$ cat config.mk
export PLATFORM = sky130hd
export DESIGN_NAME = triangle_mesh_bbox_area_accumulator_flat
export DESIGN_NICKNAME = d
export VERILOG_FILES = /design/src/hdl/tmba_pkg.sv /design/src/hdl/tmba_if.sv /design/src/hdl/tmba_mul.sv /design/src/hdl/tmba_sqrt.sv /design/src/hdl/tmba_bbox.sv /design/src/hdl/triangle_mesh_bbox_area_accumulator.sv /design/src/flat_wrapper.sv
export SDC_FILE = /design/constraint.sdc
export NUM_CORES = 2
export LEC_CHECK = 0
export BUFFER_PORTS_ARGS = -buffer_cell sky130_fd_sc_hd__buf_2
export CAP_MARGIN = 20
export CORE_MARGIN = 4
export CORE_UTILIZATION = 35
export CTS_BUF_LIST = sky130_fd_sc_hd__clkbuf_2
export DETAILED_ROUTE_END_ITERATION = 16
export HOLD_SLACK_MARGIN = 0.15
export PLACE_DENSITY = 0.58
export SYNTH_ARGS = -nofsm -noshare
export SYNTH_HDL_FRONTEND = slang
export SYNTH_SLANG_ARGS = --single-unit
$ cat constraint.sdc
create_clock -name clk -period 24.4 [get_ports clk]
set_input_delay 4.88 -clock clk [delete_from_list [all_inputs] [get_ports clk]]
set_output_delay 4.88 -clock clk [all_outputs]
set_load 0.05 [all_outputs]
$ cat src/hdl/tmba_pkg.sv
// Shared constants and types for the triangle mesh bounding box / area block.
// No dependencies; compiled first.
package tmba_pkg;

  // Default field widths
  localparam int COORD_BITS_DEF = 16;
  localparam int AREA_BITS_DEF  = 48;
  localparam int COUNT_BITS_DEF = 32;

  // Triangle geometry
  localparam int NUM_VERTS = 3;
  localparam int NUM_AXES  = 3;

  // Control from the sequencer to the bounding box unit
  typedef struct packed {
    logic start;  // begin a sweep over the latched vertices
    logic first;  // box is empty: vertex A seeds it
  } bbox_ctl_t;

endpackage

$ cat src/hdl/tmba_if.sv
// Valid/ready channel interfaces for triangle input and accumulator results.
// Depends on tmba_pkg for default widths.
interface tmba_in_if #(
  parameter int COORD_BITS = tmba_pkg::COORD_BITS_DEF
) ();
  logic                         valid;
  logic                         ready;
  logic signed [COORD_BITS-1:0] ax;
  logic signed [COORD_BITS-1:0] ay;
  logic signed [COORD_BITS-1:0] az;
  logic signed [COORD_BITS-1:0] bx;
  logic signed [COORD_BITS-1:0] by;
  logic signed [COORD_BITS-1:0] bz;
  logic signed [COORD_BITS-1:0] cx_in;
  logic signed [COORD_BITS-1:0] cy_in;
  logic signed [COORD_BITS-1:0] cz_in;

  modport source (output valid, ax, ay, az, bx, by, bz, cx_in, cy_in, cz_in,
                  input ready);
  modport sink   (input valid, ax, ay, az, bx, by, bz, cx_in, cy_in, cz_in,
                  output ready);
endinterface

interface tmba_out_if #(
  parameter int COORD_BITS = tmba_pkg::COORD_BITS_DEF,
  parameter int AREA_BITS  = tmba_pkg::AREA_BITS_DEF,
  parameter int COUNT_BITS = tmba_pkg::COUNT_BITS_DEF
) ();
  logic                         valid;
  logic                         ready;
  logic signed [COORD_BITS-1:0] box_min_x;
  logic signed [COORD_BITS-1:0] box_min_y;
  logic signed [COORD_BITS-1:0] box_min_z;
  logic signed [COORD_BITS-1:0] box_max_x;
  logic signed [COORD_BITS-1:0] box_max_y;
  logic signed [COORD_BITS-1:0] box_max_z;
  logic [AREA_BITS-1:0]         twice_area_total;
  logic [COUNT_BITS-1:0]        triangles_seen;
  logic                         saturated;

  modport source (output valid, box_min_x, box_min_y, box_min_z, box_max_x, box_max_y,
                  box_max_z, twice_area_total, triangles_seen, saturated,
                  input ready);
  modport sink   (input valid, box_min_x, box_min_y, box_min_z, box_max_x, box_max_y,
                  box_max_z, twice_area_total, triangles_seen, saturated,
                  output ready);
endinterface

$ cat src/hdl/tmba_mul.sv
// Bit-serial unsigned shift-add multiplier, one multiplier bit per cycle.
// Depends on nothing but clk/rst_n; used by the accumulator top level.
module tmba_mul #(
  parameter int N = 16
) (
  input  logic           clk,
  input  logic           rst_n,
  input  logic           start,
  input  logic [N-1:0]   a,
  input  logic [N-1:0]   b,
  output logic           done,
  output logic [2*N-1:0] p
);
  localparam int CNT_W = (N > 1) ? $clog2(N) : 1;

  logic             run_r;
  logic             done_r;
  logic [CNT_W-1:0] cnt_r;
  logic [N-1:0]     a_r;
  logic [N:0]       hi_r;
  logic [N-1:0]     lo_r;
  logic [N:0]       sum;

  // Partial sum: add multiplicand when the current multiplier bit is set
  assign sum = hi_r + (lo_r[0] ? {1'b0, a_r} : '0);

  // Control
  always_ff @(posedge clk) begin
    if (!rst_n) begin
      run_r  <= 1'b0;
      done_r <= 1'b0;
      cnt_r  <= '0;
    end else if (start) begin
      run_r  <= 1'b1;
      done_r <= 1'b0;
      cnt_r  <= '0;
    end else if (run_r) begin
      cnt_r <= cnt_r + 1'b1;
      if (cnt_r == CNT_W'(N - 1)) begin
        run_r  <= 1'b0;
        done_r <= 1'b1;
      end
    end else begin
      done_r <= 1'b0;
    end
  end

  // Datapath: shift {hi, lo} right one place per step
  always_ff @(posedge clk) begin
    if (start) begin
      a_r  <= a;
      hi_r <= '0;
      lo_r <= b;
    end else if (run_r) begin
      hi_r <= {1'b0, sum[N:1]};
      lo_r <= {sum[0], lo_r[N-1:1]};
    end
  end

  assign done = done_r;
  assign p    = {hi_r[N-1:0], lo_r};

endmodule

$ cat src/hdl/tmba_sqrt.sv
// Restoring integer square root, one root bit (two radicand bits) per cycle.
// Depends on nothing but clk/rst_n; used by the accumulator top level.
module tmba_sqrt #(
  parameter int W = 68
) (
  input  logic             clk,
  input  logic             rst_n,
  input  logic             start,
  input  logic [W-1:0]     rad,
  output logic             done,
  output logic [W/2-1:0]   root
);
  localparam int Q     = W / 2;
  localparam int CNT_W = (Q > 1) ? $clog2(Q) : 1;

  logic             run_r;
  logic             done_r;
  logic [CNT_W-1:0] cnt_r;
  logic [W-1:0]     rad_r;
  logic [Q-1:0]     rem_r;
  logic [Q-1:0]     root_r;
  logic [Q+1:0]     rs;
  logic [Q+1:0]     trial;
  logic             ge;

  // Bring down the next two radicand bits and try root*4+1
  // (remainder before the last step stays below 2^Q; the final one is not kept)
  assign rs    = {rem_r, rad_r[W-1:W-2]};
  assign trial = {root_r, 2'b01};
  assign ge    = (rs >= trial);

  // Control
  always_ff @(posedge clk) begin
    if (!rst_n) begin
      run_r  <= 1'b0;
      done_r <= 1'b0;
      cnt_r  <= '0;
    end else if (start) begin
      run_r  <= 1'b1;
      done_r <= 1'b0;
      cnt_r  <= '0;
    end else if (run_r) begin
      cnt_r <= cnt_r + 1'b1;
      if (cnt_r == CNT_W'(Q - 1)) begin
        run_r  <= 1'b0;
        done_r <= 1'b1;
      end
    end else begin
      done_r <= 1'b0;
    end
  end

  // Datapath
  always_ff @(posedge clk) begin
    if (start) begin
      rad_r  <= rad;
      rem_r  <= '0;
      root_r <= '0;
    end else if (run_r) begin
      rad_r  <= {rad_r[W-3:0], 2'b00};
      rem_r  <= Q'(ge ? (rs - trial) : rs);
      root_r <= {root_r[Q-2:0], ge};
    end
  end

  assign done = done_r;
  assign root = root_r;

endmodule

$ cat src/hdl/tmba_bbox.sv
// Running axis-aligned bounding box, widened by one vertex per cycle.
// Depends on tmba_pkg (bbox_ctl_t, vertex/axis counts).
module tmba_bbox #(
  parameter int COORD_BITS = tmba_pkg::COORD_BITS_DEF
) (
  input  logic                         clk,
  input  logic                         rst_n,
  input  tmba_pkg::bbox_ctl_t          ctl,
  input  logic signed [COORD_BITS-1:0] vtx     [tmba_pkg::NUM_VERTS][tmba_pkg::NUM_AXES],
  output logic signed [COORD_BITS-1:0] box_min [tmba_pkg::NUM_AXES],
  output logic signed [COORD_BITS-1:0] box_max [tmba_pkg::NUM_AXES]
);
  import tmba_pkg::*;

  localparam int IDX_W = $clog2(NUM_VERTS);

  logic                         run_r;
  logic                         first_r;
  logic [IDX_W-1:0]             idx_r;
  logic signed [COORD_BITS-1:0] min_r [NUM_AXES];
  logic signed [COORD_BITS-1:0] max_r [NUM_AXES];
  logic                         seed;

  // Vertex A of the very first triangle seeds the box
  assign seed = first_r && (idx_r == '0);

  // Sweep control
  always_ff @(posedge clk) begin
    if (!rst_n) begin
      run_r   <= 1'b0;
      first_r <= 1'b0;
      idx_r   <= '0;
    end else if (ctl.start) begin
      run_r   <= 1'b1;
      first_r <= ctl.first;
      idx_r   <= '0;
    end else if (run_r) begin
      idx_r <= idx_r + 1'b1;
      if (idx_r == IDX_W'(NUM_VERTS - 1)) begin
        run_r <= 1'b0;
      end
    end
  end

  // Min/max update, all three axes of one vertex per cycle
  always_ff @(posedge clk) begin
    if (run_r) begin
      for (int i = 0; i < NUM_AXES; i++) begin
        if (seed) begin
          min_r[i] <= vtx[idx_r][i];
          max_r[i] <= vtx[idx_r][i];
        end else begin
          if (vtx[idx_r][i] < min_r[i]) min_r[i] <= vtx[idx_r][i];
          if (vtx[idx_r][i] > max_r[i]) max_r[i] <= vtx[idx_r][i];
        end
      end
    end
  end

  assign box_min = min_r;
  assign box_max = max_r;

endmodule

$ cat src/hdl/triangle_mesh_bbox_area_accumulator.sv
// Triangle mesh accumulator: takes one triangle per transaction and returns one result
// holding the running bounding box, the saturating sum of twice the triangle areas
// (floor of |AB x AC|) and the saturating triangle count. One triangle is processed
// at a time: the edge vectors go through the bit-serial cross-product multipliers, the
// cross components through the bit-serial squaring multipliers and their sum through
// the one-bit-per-cycle square root, with sequencing and handoff states in between.
// The result waits in S_DONE until the output slot is free. Input is ready again in the
// same cycle as the result appears, so a new triangle is only taken once the last one
// is finished. A finished result sits in the output register while the next triangle
// is accepted.
// Depends on tmba_pkg, tmba_if, tmba_mul, tmba_sqrt and tmba_bbox.
module triangle_mesh_bbox_area_accumulator #(
  parameter int COORD_BITS = tmba_pkg::COORD_BITS_DEF,
  parameter int AREA_BITS  = tmba_pkg::AREA_BITS_DEF,
  parameter int COUNT_BITS = tmba_pkg::COUNT_BITS_DEF
) (
  input logic       clk,
  input logic       rst_n,
  tmba_in_if.sink   in_tri,
  tmba_out_if.source out_res
);
  import tmba_pkg::*;

  localparam int C      = COORD_BITS;
  localparam int D_W    = C + 1;          // edge vector component
  localparam int P1_W   = 2 * C;          // |edge| * |edge|
  localparam int SP_W   = P1_W + 1;       // signed product
  localparam int X_W    = SP_W + 1;       // signed cross component
  localparam int M_W    = X_W - 1;        // cross component magnitude
  localparam int P2_W   = 2 * M_W;        // squared magnitude
  localparam int S1_W   = P2_W + 1;       // sum of two squares
  localparam int RAD_W  = P2_W + 2;       // sum of three squares
  localparam int ROOT_W = RAD_W / 2;
  localparam int SUM_W  = ((AREA_BITS > ROOT_W) ? AREA_BITS : ROOT_W) + 1;

  typedef enum logic [13:0] {
    S_IDLE    = 14'b00000000000001,
    S_DIFF    = 14'b00000000000010,
    S_MUL1GO  = 14'b00000000000100,
    S_MUL1    = 14'b00000000001000,
    S_SIGN    = 14'b00000000010000,
    S_CROSS   = 14'b00000000100000,
    S_MAG     = 14'b00000001000000,
    S_MUL2GO  = 14'b00000010000000,
    S_MUL2    = 14'b00000100000000,
    S_SUM1    = 14'b00001000000000,
    S_SUM2    = 14'b00010000000000,
    S_ROOTGO  = 14'b00100000000000,
    S_ROOT    = 14'b01000000000000,
    S_DONE    = 14'b10000000000000
  } state_t;

  state_t state_r, state_nxt;

  logic signed [C-1:0]    vtx_r   [NUM_VERTS][NUM_AXES];
  logic signed [D_W-1:0]  bdiff_r [NUM_AXES];
  logic signed [D_W-1:0]  cdiff_r [NUM_AXES];
  logic [C-1:0]           bmag    [NUM_AXES];
  logic [C-1:0]           cmag    [NUM_AXES];
  logic [P1_W-1:0]        prod1   [NUM_AXES];
  logic [P1_W-1:0]        prod2   [NUM_AXES];
  logic                   sg1     [NUM_AXES];
  logic                   sg2     [NUM_AXES];
  logic signed [SP_W-1:0] sp1_r   [NUM_AXES];
  logic signed [SP_W-1:0] sp2_r   [NUM_AXES];
  logic signed [X_W-1:0]  cross_r [NUM_AXES];
  logic [M_W-1:0]         mag_r   [NUM_AXES];
  logic [P2_W-1:0]        sq      [NUM_AXES];
  logic [2*NUM_AXES-1:0]  mul1_done;
  logic [NUM_AXES-1:0]    mul2_done;
  logic [S1_W-1:0]        sum01_r;
  logic [RAD_W-1:0]       rad_r;
  logic                   root_done;
  logic [ROOT_W-1:0]      root_val;

  logic [AREA_BITS-1:0]   area_r;
  logic [COUNT_BITS-1:0]  count_r;
  logic                   sat_r;
  logic [SUM_W-1:0]       area_ext;
  logic                   area_ovf;
  logic                   count_full;
  logic                   slot_free;
  logic                   out_valid_r;

  bbox_ctl_t              bbox_ctl;
  logic signed [C-1:0]    box_min [NUM_AXES];
  logic signed [C-1:0]    box_max [NUM_AXES];
  logic signed [C-1:0]    omin_r  [NUM_AXES];
  logic signed [C-1:0]    omax_r  [NUM_AXES];

  assign in_tri.ready = rst_n && (state_r == S_IDLE);
  assign slot_free    = !out_valid_r || out_res.ready;

  // Sequencer
  always_comb begin
    state_nxt = state_r;
    unique case (state_r)
      S_IDLE:   if (in_tri.valid) state_nxt = S_DIFF;
      S_DIFF:   state_nxt = S_MUL1GO;
      S_MUL1GO: state_nxt = S_MUL1;
      S_MUL1:   if (&mul1_done) state_nxt = S_SIGN;
      S_SIGN:   state_nxt = S_CROSS;
      S_CROSS:  state_nxt = S_MAG;
      S_MAG:    state_nxt = S_MUL2GO;
      S_MUL2GO: state_nxt = S_MUL2;
      S_MUL2:   if (&mul2_done) state_nxt = S_SUM1;
      S_SUM1:   state_nxt = S_SUM2;
      S_SUM2:   state_nxt = S_ROOTGO;
      S_ROOTGO: state_nxt = S_ROOT;
      S_ROOT:   if (root_done) state_nxt = S_DONE;
      S_DONE:   if (slot_free) state_nxt = S_IDLE;
      default:  state_nxt = S_IDLE;
    endcase
  end

  always_ff @(posedge clk) begin
    if (!rst_n) begin
      state_r <= S_IDLE;
    end else begin
      state_r <= state_nxt;
    end
  end

  // Input capture
  always_ff @(posedge clk) begin
    if (in_tri.valid && in_tri.ready) begin
      vtx_r[0][0] <= in_tri.ax;
      vtx_r[0][1] <= in_tri.ay;
      vtx_r[0][2] <= in_tri.az;
      vtx_r[1][0] <= in_tri.bx;
      vtx_r[1][1] <= in_tri.by;
      vtx_r[1][2] <= in_tri.bz;
      vtx_r[2][0] <= in_tri.cx_in;
      vtx_r[2][1] <= in_tri.cy_in;
      vtx_r[2][2] <= in_tri.cz_in;
    end
  end

  // Bounding box sweep starts once the vertices are latched
  assign bbox_ctl.start = (state_r == S_DIFF);
  assign bbox_ctl.first = (count_r == '0);

  tmba_bbox #(.COORD_BITS(C)) u_bbox (
    .clk     (clk),
    .rst_n   (rst_n),
    .ctl     (bbox_ctl),
    .vtx     (vtx_r),
    .box_min (box_min),
    .box_max (box_max)
  );

  // Edge vectors AB and AC, and their magnitudes
  always_ff @(posedge clk) begin
    if (state_r == S_DIFF) begin
      for (int i = 0; i < NUM_AXES; i++) begin
        bdiff_r[i] <= D_W'(vtx_r[1][i]) - D_W'(vtx_r[0][i]);
        cdiff_r[i] <= D_W'(vtx_r[2][i]) - D_W'(vtx_r[0][i]);
      end
    end
  end

  always_comb begin
    for (int i = 0; i < NUM_AXES; i++) begin
      bmag[i] = bdiff_r[i][D_W-1] ? C'(-bdiff_r[i]) : C'(bdiff_r[i]);
      cmag[i] = cdiff_r[i][D_W-1] ? C'(-cdiff_r[i]) : C'(cdiff_r[i]);
    end
  end

  // Cross product terms: component j = b[j+1]*c[j+2] - b[j+2]*c[j+1]
  for (genvar j = 0; j < NUM_AXES; j++) begin : g_cross
    localparam int J1 = (j + 1) % NUM_AXES;
    localparam int J2 = (j + 2) % NUM_AXES;

    assign sg1[j] = bdiff_r[J1][D_W-1] ^ cdiff_r[J2][D_W-1];
    assign sg2[j] = bdiff_r[J2][D_W-1] ^ cdiff_r[J1][D_W-1];

    tmba_mul #(.N(C)) u_mul_a (
      .clk   (clk),
      .rst_n (rst_n),
      .start (state_r == S_MUL1GO),
      .a     (bmag[J1]),
      .b     (cmag[J2]),
      .done  (mul1_done[2*j]),
      .p     (prod1[j])
    );

    tmba_mul #(.N(C)) u_mul_b (
      .clk   (clk),
      .rst_n (rst_n),
      .start (state_r == S_MUL1GO),
      .a     (bmag[J2]),
      .b     (cmag[J1]),
      .done  (mul1_done[2*j+1]),
      .p     (prod2[j])
    );

    tmba_mul #(.N(M_W)) u_mul_sq (
      .clk   (clk),
      .rst_n (rst_n),
      .start (state_r == S_MUL2GO),
      .a     (mag_r[j]),
      .b     (mag_r[j]),
      .done  (mul2_done[j]),
      .p     (sq[j])
    );
  end

  // Signed products, cross components, magnitudes: one step per state
  always_ff @(posedge clk) begin
    for (int i = 0; i < NUM_AXES; i++) begin
      if (state_r == S_SIGN) begin
        sp1_r[i] <= sg1[i] ? (SP_W'(0) - SP_W'(prod1[i])) : SP_W'(prod1[i]);
        sp2_r[i] <= sg2[i] ? (SP_W'(0) - SP_W'(prod2[i])) : SP_W'(prod2[i]);
      end
      if (state_r == S_CROSS) begin
        cross_r[i] <= X_W'(sp1_r[i]) - X_W'(sp2_r[i]);
      end
      if (state_r == S_MAG) begin
        mag_r[i] <= cross_r[i][X_W-1] ? M_W'(-cross_r[i]) : M_W'(cross_r[i]);
      end
    end
  end

  // Sum of the squared components
  always_ff @(posedge clk) begin
    if (state_r == S_SUM1) begin
      sum01_r <= S1_W'(sq[0]) + S1_W'(sq[1]);
    end
    if (state_r == S_SUM2) begin
      rad_r <= RAD_W'(sum01_r) + RAD_W'(sq[2]);
    end
  end

  tmba_sqrt #(.W(RAD_W)) u_sqrt (
    .clk   (clk),
    .rst_n (rst_n),
    .start (state_r == S_ROOTGO),
    .rad   (rad_r),
    .done  (root_done),
    .root  (root_val)
  );

  // Saturating accumulation
  assign area_ext   = SUM_W'(area_r) + SUM_W'(root_val);
  assign area_ovf   = area_ext > SUM_W'({AREA_BITS{1'b1}});
  assign count_full = &count_r;

  always_ff @(posedge clk) begin
    if (!rst_n) begin
      area_r  <= '0;
      count_r <= '0;
      sat_r   <= 1'b0;
    end else if ((state_r == S_DONE) && slot_free) begin
      area_r  <= area_ovf ? {AREA_BITS{1'b1}} : area_ext[AREA_BITS-1:0];
      count_r <= count_full ? count_r : count_r + 1'b1;
      if (area_ovf || count_full) sat_r <= 1'b1;
    end
  end

  // Output register; the box is copied since the next sweep may start early
  always_ff @(posedge clk) begin
    if (!rst_n) begin
      out_valid_r <= 1'b0;
    end else if ((state_r == S_DONE) && slot_free) begin
      out_valid_r <= 1'b1;
    end else if (out_res.ready) begin
      out_valid_r <= 1'b0;
    end
  end

  always_ff @(posedge clk) begin
    if ((state_r == S_DONE) && slot_free) begin
      omin_r <= box_min;
      omax_r <= box_max;
    end
  end

  // Sum, count and flag only change when the output slot is free
  assign out_res.valid            = out_valid_r;
  assign out_res.box_min_x        = omin_r[0];
  assign out_res.box_min_y        = omin_r[1];
  assign out_res.box_min_z        = omin_r[2];
  assign out_res.box_max_x        = omax_r[0];
  assign out_res.box_max_y        = omax_r[1];
  assign out_res.box_max_z        = omax_r[2];
  assign out_res.twice_area_total = area_r;
  assign out_res.triangles_seen   = count_r;
  assign out_res.saturated        = sat_r;

`ifndef SYNTHESIS
  // Saturation flag is sticky
  a_sat_sticky: assert property (@(posedge clk) disable iff (!rst_n)
    sat_r |=> sat_r)
    else $error("saturation flag cleared");

  // Area sum never decreases
  a_area_mono: assert property (@(posedge clk) disable iff (!rst_n)
    $past(rst_n) |-> area_r >= $past(area_r))
    else $error("area sum decreased");

  // All cross-product multipliers finish together
  a_mul1_sync: assert property (@(posedge clk) disable iff (!rst_n)
    (|mul1_done) |-> (&mul1_done))
    else $error("cross-product multipliers out of step");

  // Square root completes only while the sequencer waits for it
  a_root_state: assert property (@(posedge clk) disable iff (!rst_n)
    root_done |-> (state_r == S_ROOT))
    else $error("square root done outside its wait state");
`endif

endmodule

$ cat src/flat_wrapper.sv
// flat-port wrapper written by rule: the top's interface ports become plain ports
module triangle_mesh_bbox_area_accumulator_flat import tmba_pkg::*;
#(
  parameter int COORD_BITS = tmba_pkg::COORD_BITS_DEF,
  parameter int AREA_BITS  = tmba_pkg::AREA_BITS_DEF,
  parameter int COUNT_BITS = tmba_pkg::COUNT_BITS_DEF
)
  (clk, rst_n, in_tri_valid, in_tri_ax, in_tri_ay, in_tri_az, in_tri_bx, in_tri_by, in_tri_bz, in_tri_cx_in, in_tri_cy_in, in_tri_cz_in, in_tri_ready, out_res_valid, out_res_box_min_x, out_res_box_min_y, out_res_box_min_z, out_res_box_max_x, out_res_box_max_y, out_res_box_max_z, out_res_twice_area_total, out_res_triangles_seen, out_res_saturated, out_res_ready);
  tmba_in_if #(.COORD_BITS(COORD_BITS)) in_tri_i ();
  tmba_out_if #(.COORD_BITS(COORD_BITS), .AREA_BITS(AREA_BITS), .COUNT_BITS(COUNT_BITS)) out_res_i ();
  input logic clk;
  input logic rst_n;
  input wire logic [$bits(in_tri_i.valid)-1:0] in_tri_valid;
  input wire logic [$bits(in_tri_i.ax)-1:0] in_tri_ax;
  input wire logic [$bits(in_tri_i.ay)-1:0] in_tri_ay;
  input wire logic [$bits(in_tri_i.az)-1:0] in_tri_az;
  input wire logic [$bits(in_tri_i.bx)-1:0] in_tri_bx;
  input wire logic [$bits(in_tri_i.by)-1:0] in_tri_by;
  input wire logic [$bits(in_tri_i.bz)-1:0] in_tri_bz;
  input wire logic [$bits(in_tri_i.cx_in)-1:0] in_tri_cx_in;
  input wire logic [$bits(in_tri_i.cy_in)-1:0] in_tri_cy_in;
  input wire logic [$bits(in_tri_i.cz_in)-1:0] in_tri_cz_in;
  output wire logic [$bits(in_tri_i.ready)-1:0] in_tri_ready;
  output wire logic [$bits(out_res_i.valid)-1:0] out_res_valid;
  output wire logic [$bits(out_res_i.box_min_x)-1:0] out_res_box_min_x;
  output wire logic [$bits(out_res_i.box_min_y)-1:0] out_res_box_min_y;
  output wire logic [$bits(out_res_i.box_min_z)-1:0] out_res_box_min_z;
  output wire logic [$bits(out_res_i.box_max_x)-1:0] out_res_box_max_x;
  output wire logic [$bits(out_res_i.box_max_y)-1:0] out_res_box_max_y;
  output wire logic [$bits(out_res_i.box_max_z)-1:0] out_res_box_max_z;
  output wire logic [$bits(out_res_i.twice_area_total)-1:0] out_res_twice_area_total;
  output wire logic [$bits(out_res_i.triangles_seen)-1:0] out_res_triangles_seen;
  output wire logic [$bits(out_res_i.saturated)-1:0] out_res_saturated;
  input wire logic [$bits(out_res_i.ready)-1:0] out_res_ready;
  assign in_tri_i.valid = in_tri_valid;
  assign in_tri_i.ax = in_tri_ax;
  assign in_tri_i.ay = in_tri_ay;
  assign in_tri_i.az = in_tri_az;
  assign in_tri_i.bx = in_tri_bx;
  assign in_tri_i.by = in_tri_by;
  assign in_tri_i.bz = in_tri_bz;
  assign in_tri_i.cx_in = in_tri_cx_in;
  assign in_tri_i.cy_in = in_tri_cy_in;
  assign in_tri_i.cz_in = in_tri_cz_in;
  assign in_tri_ready = in_tri_i.ready;
  assign out_res_valid = out_res_i.valid;
  assign out_res_box_min_x = out_res_i.box_min_x;
  assign out_res_box_min_y = out_res_i.box_min_y;
  assign out_res_box_min_z = out_res_i.box_min_z;
  assign out_res_box_max_x = out_res_i.box_max_x;
  assign out_res_box_max_y = out_res_i.box_max_y;
  assign out_res_box_max_z = out_res_i.box_max_z;
  assign out_res_twice_area_total = out_res_i.twice_area_total;
  assign out_res_triangles_seen = out_res_i.triangles_seen;
  assign out_res_saturated = out_res_i.saturated;
  assign out_res_i.ready = out_res_ready;
  triangle_mesh_bbox_area_accumulator #(.COORD_BITS(COORD_BITS), .AREA_BITS(AREA_BITS), .COUNT_BITS(COUNT_BITS)) u_core (.clk(clk), .rst_n(rst_n), .in_tri(in_tri_i), .out_res(out_res_i));
endmodule
==> results.sh <==
export IMPL_critPathKind="in2out"
export IMPL_timing_final_crit_share_pct=46.4
export IMPL_cts_htree_levels=5
export IMPL_critical_path_buf_inv_count=5
export IMPL_synth_net_count=10600
export IMPL_power_density_nw_per_um2=60.4
export IMPL_die_area_um2=296000
export IMPL_number_of_port_buffers=326
export IMPL_worstHoldPathCells=2
export IMPL_timing_worst_slew_pin_value_ps=1190
export IMPL_global_route_wire_length_before_repair_mm=412
export IMPL_post_synth_num_cell_types=90
export IMPL_vdd_ir_drop_worst_mv=0.0525
export IMPL_power_leakage_nw=44.8
export IMPL_ys_seq_area_share_pct=49.8
export IMPL_clock_latency_ps=1880
export IMPL_rsz0062_at_grt="no"
export IMPL_place_area_um2=107000
export IMPL_timing_critical_path_cells="buf_2 > buf_4 > inv_2 > buf_4 > nor2_1 > buf_2"
export IMPL_tritoncts="done"
export IMPL_period_minus_slack_ps=11330
export IMPL_startpoint_type="input port"
export IMPL_post_route_cells_drive_above_1_share_pct=11.8
export IMPL_multi_input_comb_area_um2=47500
export IMPL_timing_final_setup_violations=0
export IMPL_die_h_um=544
export IMPL_drt_pre_antenna_iters=9
export IMPL_synth_ff_type="sky130_fd_sc_hd__edfxtp_1"
export IMPL_layout_commonest_cell="sky130_fd_sc_hd__edfxtp_1"
export IMPL_yosys_area_top_type_share_pct=41.2
export IMPL_first_global_vias=73000
export IMPL_total_neg_setup_slack_ps=0
export IMPL_final_area_um2=111000
export IMPL_critical_path_reg2reg_endpoint="u_core.out_res.twice_area_total[43]"
export IMPL_synthArstFlopShare_pct=0
export IMPL_cts_clk_slew_worst_paths_ps=100
export IMPL_max_cap_violations=0
export IMPL_critical_path_max_stage_delay_ps=490
export IMPL_synth_largest_area_cell="sky130_fd_sc_hd__edfxtp_1"
export IMPL_grt_overflow_total=0
export IMPL_grt_total_usage_pct=17.5
export IMPL_rrSetupSlack_ps=19300
export IMPL_initial_antenna_violation_count=69
export IMPL_clk_root_buffer_cell="sky130_fd_sc_hd__clkbuf_2"
export IMPL_critical_path_peak_fanout=55
export IMPL_vias_per_cell=5.09
export IMPL_globalplace_congestion=0.962
export IMPL_critical_path_endpoint_type="primary output"
export IMPL_max_freq_mhz=88.2
export IMPL_routedWlPerCell_um=18.3
export IMPL_hold_viol=0
export IMPL_route_antenna_remaining_nets=0
export IMPL_post_cts_resized_instances=0
export IMPL_initial_core_utilization_pct=35.3
export IMPL_drt_drc_violations_left=0
export IMPL_via_count=74100
export IMPL_post_cts_buffers=0
export IMPL_numCtsBuffers=483
export IMPL_storage_cell_area_um2=50100
export IMPL_yosys_register_bits=1813
export IMPL_filler_cell_count=28100
export IMPL_path_depth=6
export IMPL_finish_net_count=11300
export IMPL_netlist_top_cells_area="sky130_fd_sc_hd__edfxtp_1 41%, sky130_fd_sc_hd__ha_1 8.9%, sky130_fd_sc_hd__dfxtp_1 8.6%, sky130_fd_sc_hd__xnor2_1 4.8%, sky130_fd_sc_hd__nand2_1 4.1%"
export IMPL_synth_warning_count=0
export IMPL_hold_path_startpoint="u_core.rad_r[17]"
export IMPL_row_count=196
export IMPL_critical_path_slowest_cell="sky130_fd_sc_hd__buf_4"
export IMPL_hold_worst_path_end="u_core.u_sqrt.rad_r[17]"
export IMPL_timing_reg2reg_worst_path_depth=16
export IMPL_fin_ws_ps=13070
export IMPL_post_syn_area_um2=101000
export IMPL_preCtsSetupSlack_ps=13080
export IMPL_worstPathRequired_ps=19520
export IMPL_total_core_area_um2=286000
export IMPL_timing_critical_path_max_delay_family="buffers and inverters"
export IMPL_cts_hold_buf=0
export IMPL_detail_route_iter0_violations=4498
export IMPL_syn_inst=9761
export IMPL_worstPathArrival_ps=6450
export IMPL_finalWirelength_mm=266
export IMPL_synth_edff_count=1382
export IMPL_post_synth_cell_area_avg_um2=10.3
export IMPL_clock_sink_count=1813
export IMPL_layout_common_cells="1382 x sky130_fd_sc_hd__edfxtp_1, 1093 x sky130_fd_sc_hd__nand2_1, 815 x sky130_fd_sc_hd__nor2_1"
export IMPL_source_of_the_worst_register_to_register_timing_path="u_core.u_sqrt.root[0]"
export IMPL_kind_of_path_behind_the_tightest_hold_check="reg2reg"
export IMPL_final_max_slew_violation_count=0
export IMPL_worst_relative_slew_slack_pct=20.5
export IMPL_clock_tree_buffer_depth=4
export IMPL_status="finished, final reports clean"
export IMPL_die_w_um=544
export IMPL_skew_ps=228
export IMPL_grt_max_degree=156
export IMPL_syn2layout_area_growth_pct=10.4
export IMPL_dpl_hpwl_mm=205
export IMPL_number_of_top_level_design_ports=327
[layer usage]
layer  track usage (%)  part of all wire, %  vias to the layer above
met2              27.9                   45                     1952
met4              8.71                  5.1                       48
met3              3.76                  5.7                      582
met5                 0                 0.11                        -
met1              22.5                   44                    35000
li1                  -                    -                    36600
[worst max-delay path by stage]
stage	startpoint	end	slack [ps]
global placement	rst_n	in_tri_ready	13090
global route	rst_n	in_tri_ready	12970
finish	rst_n	in_tri_ready	13070
detailed placement	rst_n	in_tri_ready	13080
CTS	rst_n	in_tri_ready	13080
floorplan	rst_n	in_tri_ready	13560
[power breakdown]
| part | leakage [nW] | switching [W] | internal [W] |
|---|---|---|---|
| sequential | 16.0 | 0.000156 | 0.00344 |
| combinational | 25.4 | 0.000553 | 0.000434 |
| clock | 3.39 | 0.00128 | 0.000852 |
| total | 44.8 | 0.00199 | 0.00473 |
[final cells by class]
class | instances | share of cell area (%)
Inverter | 579 | 1.96
Sequential cell | 1813 | 45.1
Tap cell | 3762 | 4.23
Clock buffer | 730 | 3.29
Multi-Input combinational cell | 7090 | 42.7
Timing Repair Buffer | 396 | 1.98
Antenna cell | 51 | 0.115
Clock inverter | 142 | 0.650
[synthesized netlist by cell type (124+ instances only)]
cell type,n
sky130_fd_sc_hd__a21o_1,270
sky130_fd_sc_hd__a21oi_1,612
sky130_fd_sc_hd__and2_1,226
sky130_fd_sc_hd__clkbuf_1,252
sky130_fd_sc_hd__dfxtp_1,431
sky130_fd_sc_hd__edfxtp_1,1382
sky130_fd_sc_hd__ha_1,718
sky130_fd_sc_hd__inv_1,576
sky130_fd_sc_hd__mux2i_1,223
sky130_fd_sc_hd__nand2_1,1095
sky130_fd_sc_hd__nand3_1,142
sky130_fd_sc_hd__nor2_1,817
sky130_fd_sc_hd__nor3_1,153
sky130_fd_sc_hd__o21a_1,124
sky130_fd_sc_hd__o21ai_0,525
sky130_fd_sc_hd__xnor2_1,553
sky130_fd_sc_hd__xor2_1,331
[state kept, by name (all words and copies together), names as in the netlist, 48 cells and up]
register / flops
u_core.u_bbox.box_max: 48
u_core.g_cross.u_mul_a.lo_r: 48
u_core.g_cross.u_mul_sq.hi_r: 99
u_core.sp1_r: 99
u_core.cross_r: 102
u_core.sp2_r: 99
u_core.out_res.twice_area_total: 48
u_core.g_cross.u_mul_sq.a_r: 99
u_core.mag_r: 99
u_core.rad_r: 68
u_core.cdiff_r: 51
u_core.g_cross.u_mul_a.hi_r: 48
u_core.g_cross.u_mul_sq.lo_r: 99
u_core.vtx_r: 144
u_core.g_cross.u_mul_b.hi_r: 48
u_core.u_sqrt.rad_r: 68
u_core.u_bbox.box_min: 48
u_core.g_cross.u_mul_b.lo_r: 48
u_core.sum01_r: 67
u_core.bdiff_r: 51
[worst reg2reg max path, stage by stage, from the launching register on]
cell and delay (ps):
sky130_fd_sc_hd__dfxtp_1 620, sky130_fd_sc_hd__ha_1 420, sky130_fd_sc_hd__inv_1 100, sky130_fd_sc_hd__fa_1 410, sky130_fd_sc_hd__nor2b_1 200, sky130_fd_sc_hd__o31a_1 230, sky130_fd_sc_hd__o41ai_2 120, sky130_fd_sc_hd__o21ai_2 250
sky130_fd_sc_hd__a311oi_1 140, sky130_fd_sc_hd__a21boi_2 210, sky130_fd_sc_hd__a211oi_1 410, sky130_fd_sc_hd__o21ai_1 270, sky130_fd_sc_hd__or3_1 640, sky130_fd_sc_hd__buf_4 350, sky130_fd_sc_hd__and2_0 340, sky130_fd_sc_hd__and3_1 230
sky130_fd_sc_hd__nor3_1 170
[through the flow]
step	cells	total power (W)	hold slack, ps	utilization (%)
after detailed placement	13600	0.00464	434	37.3
after floorplan	9761	0.00437	426	-
after CTS	14500	0.00681	388	38.9
after global placement	13600	0.00461	437	37.3
after global routing	14500	0.00712	400	38.9
final	14600	0.00672	404	38.9
[logic make-up (layout without fill, tap and decap cells)]
group	after synthesis	count (layout)	share of synthesized area (%)
flops	1813	1813	49.8
mux	224	224	2.23
xor+xnor	884	884	7.69
fa+ha+maj	739	739	9.34
buf+inv	858	1847	3.21
compound gates	2175	2175	13.6
simple gates	3068	3068	14.1
other cells	0	51	0
Note: power is estimated with default switching activity, not from simulation.
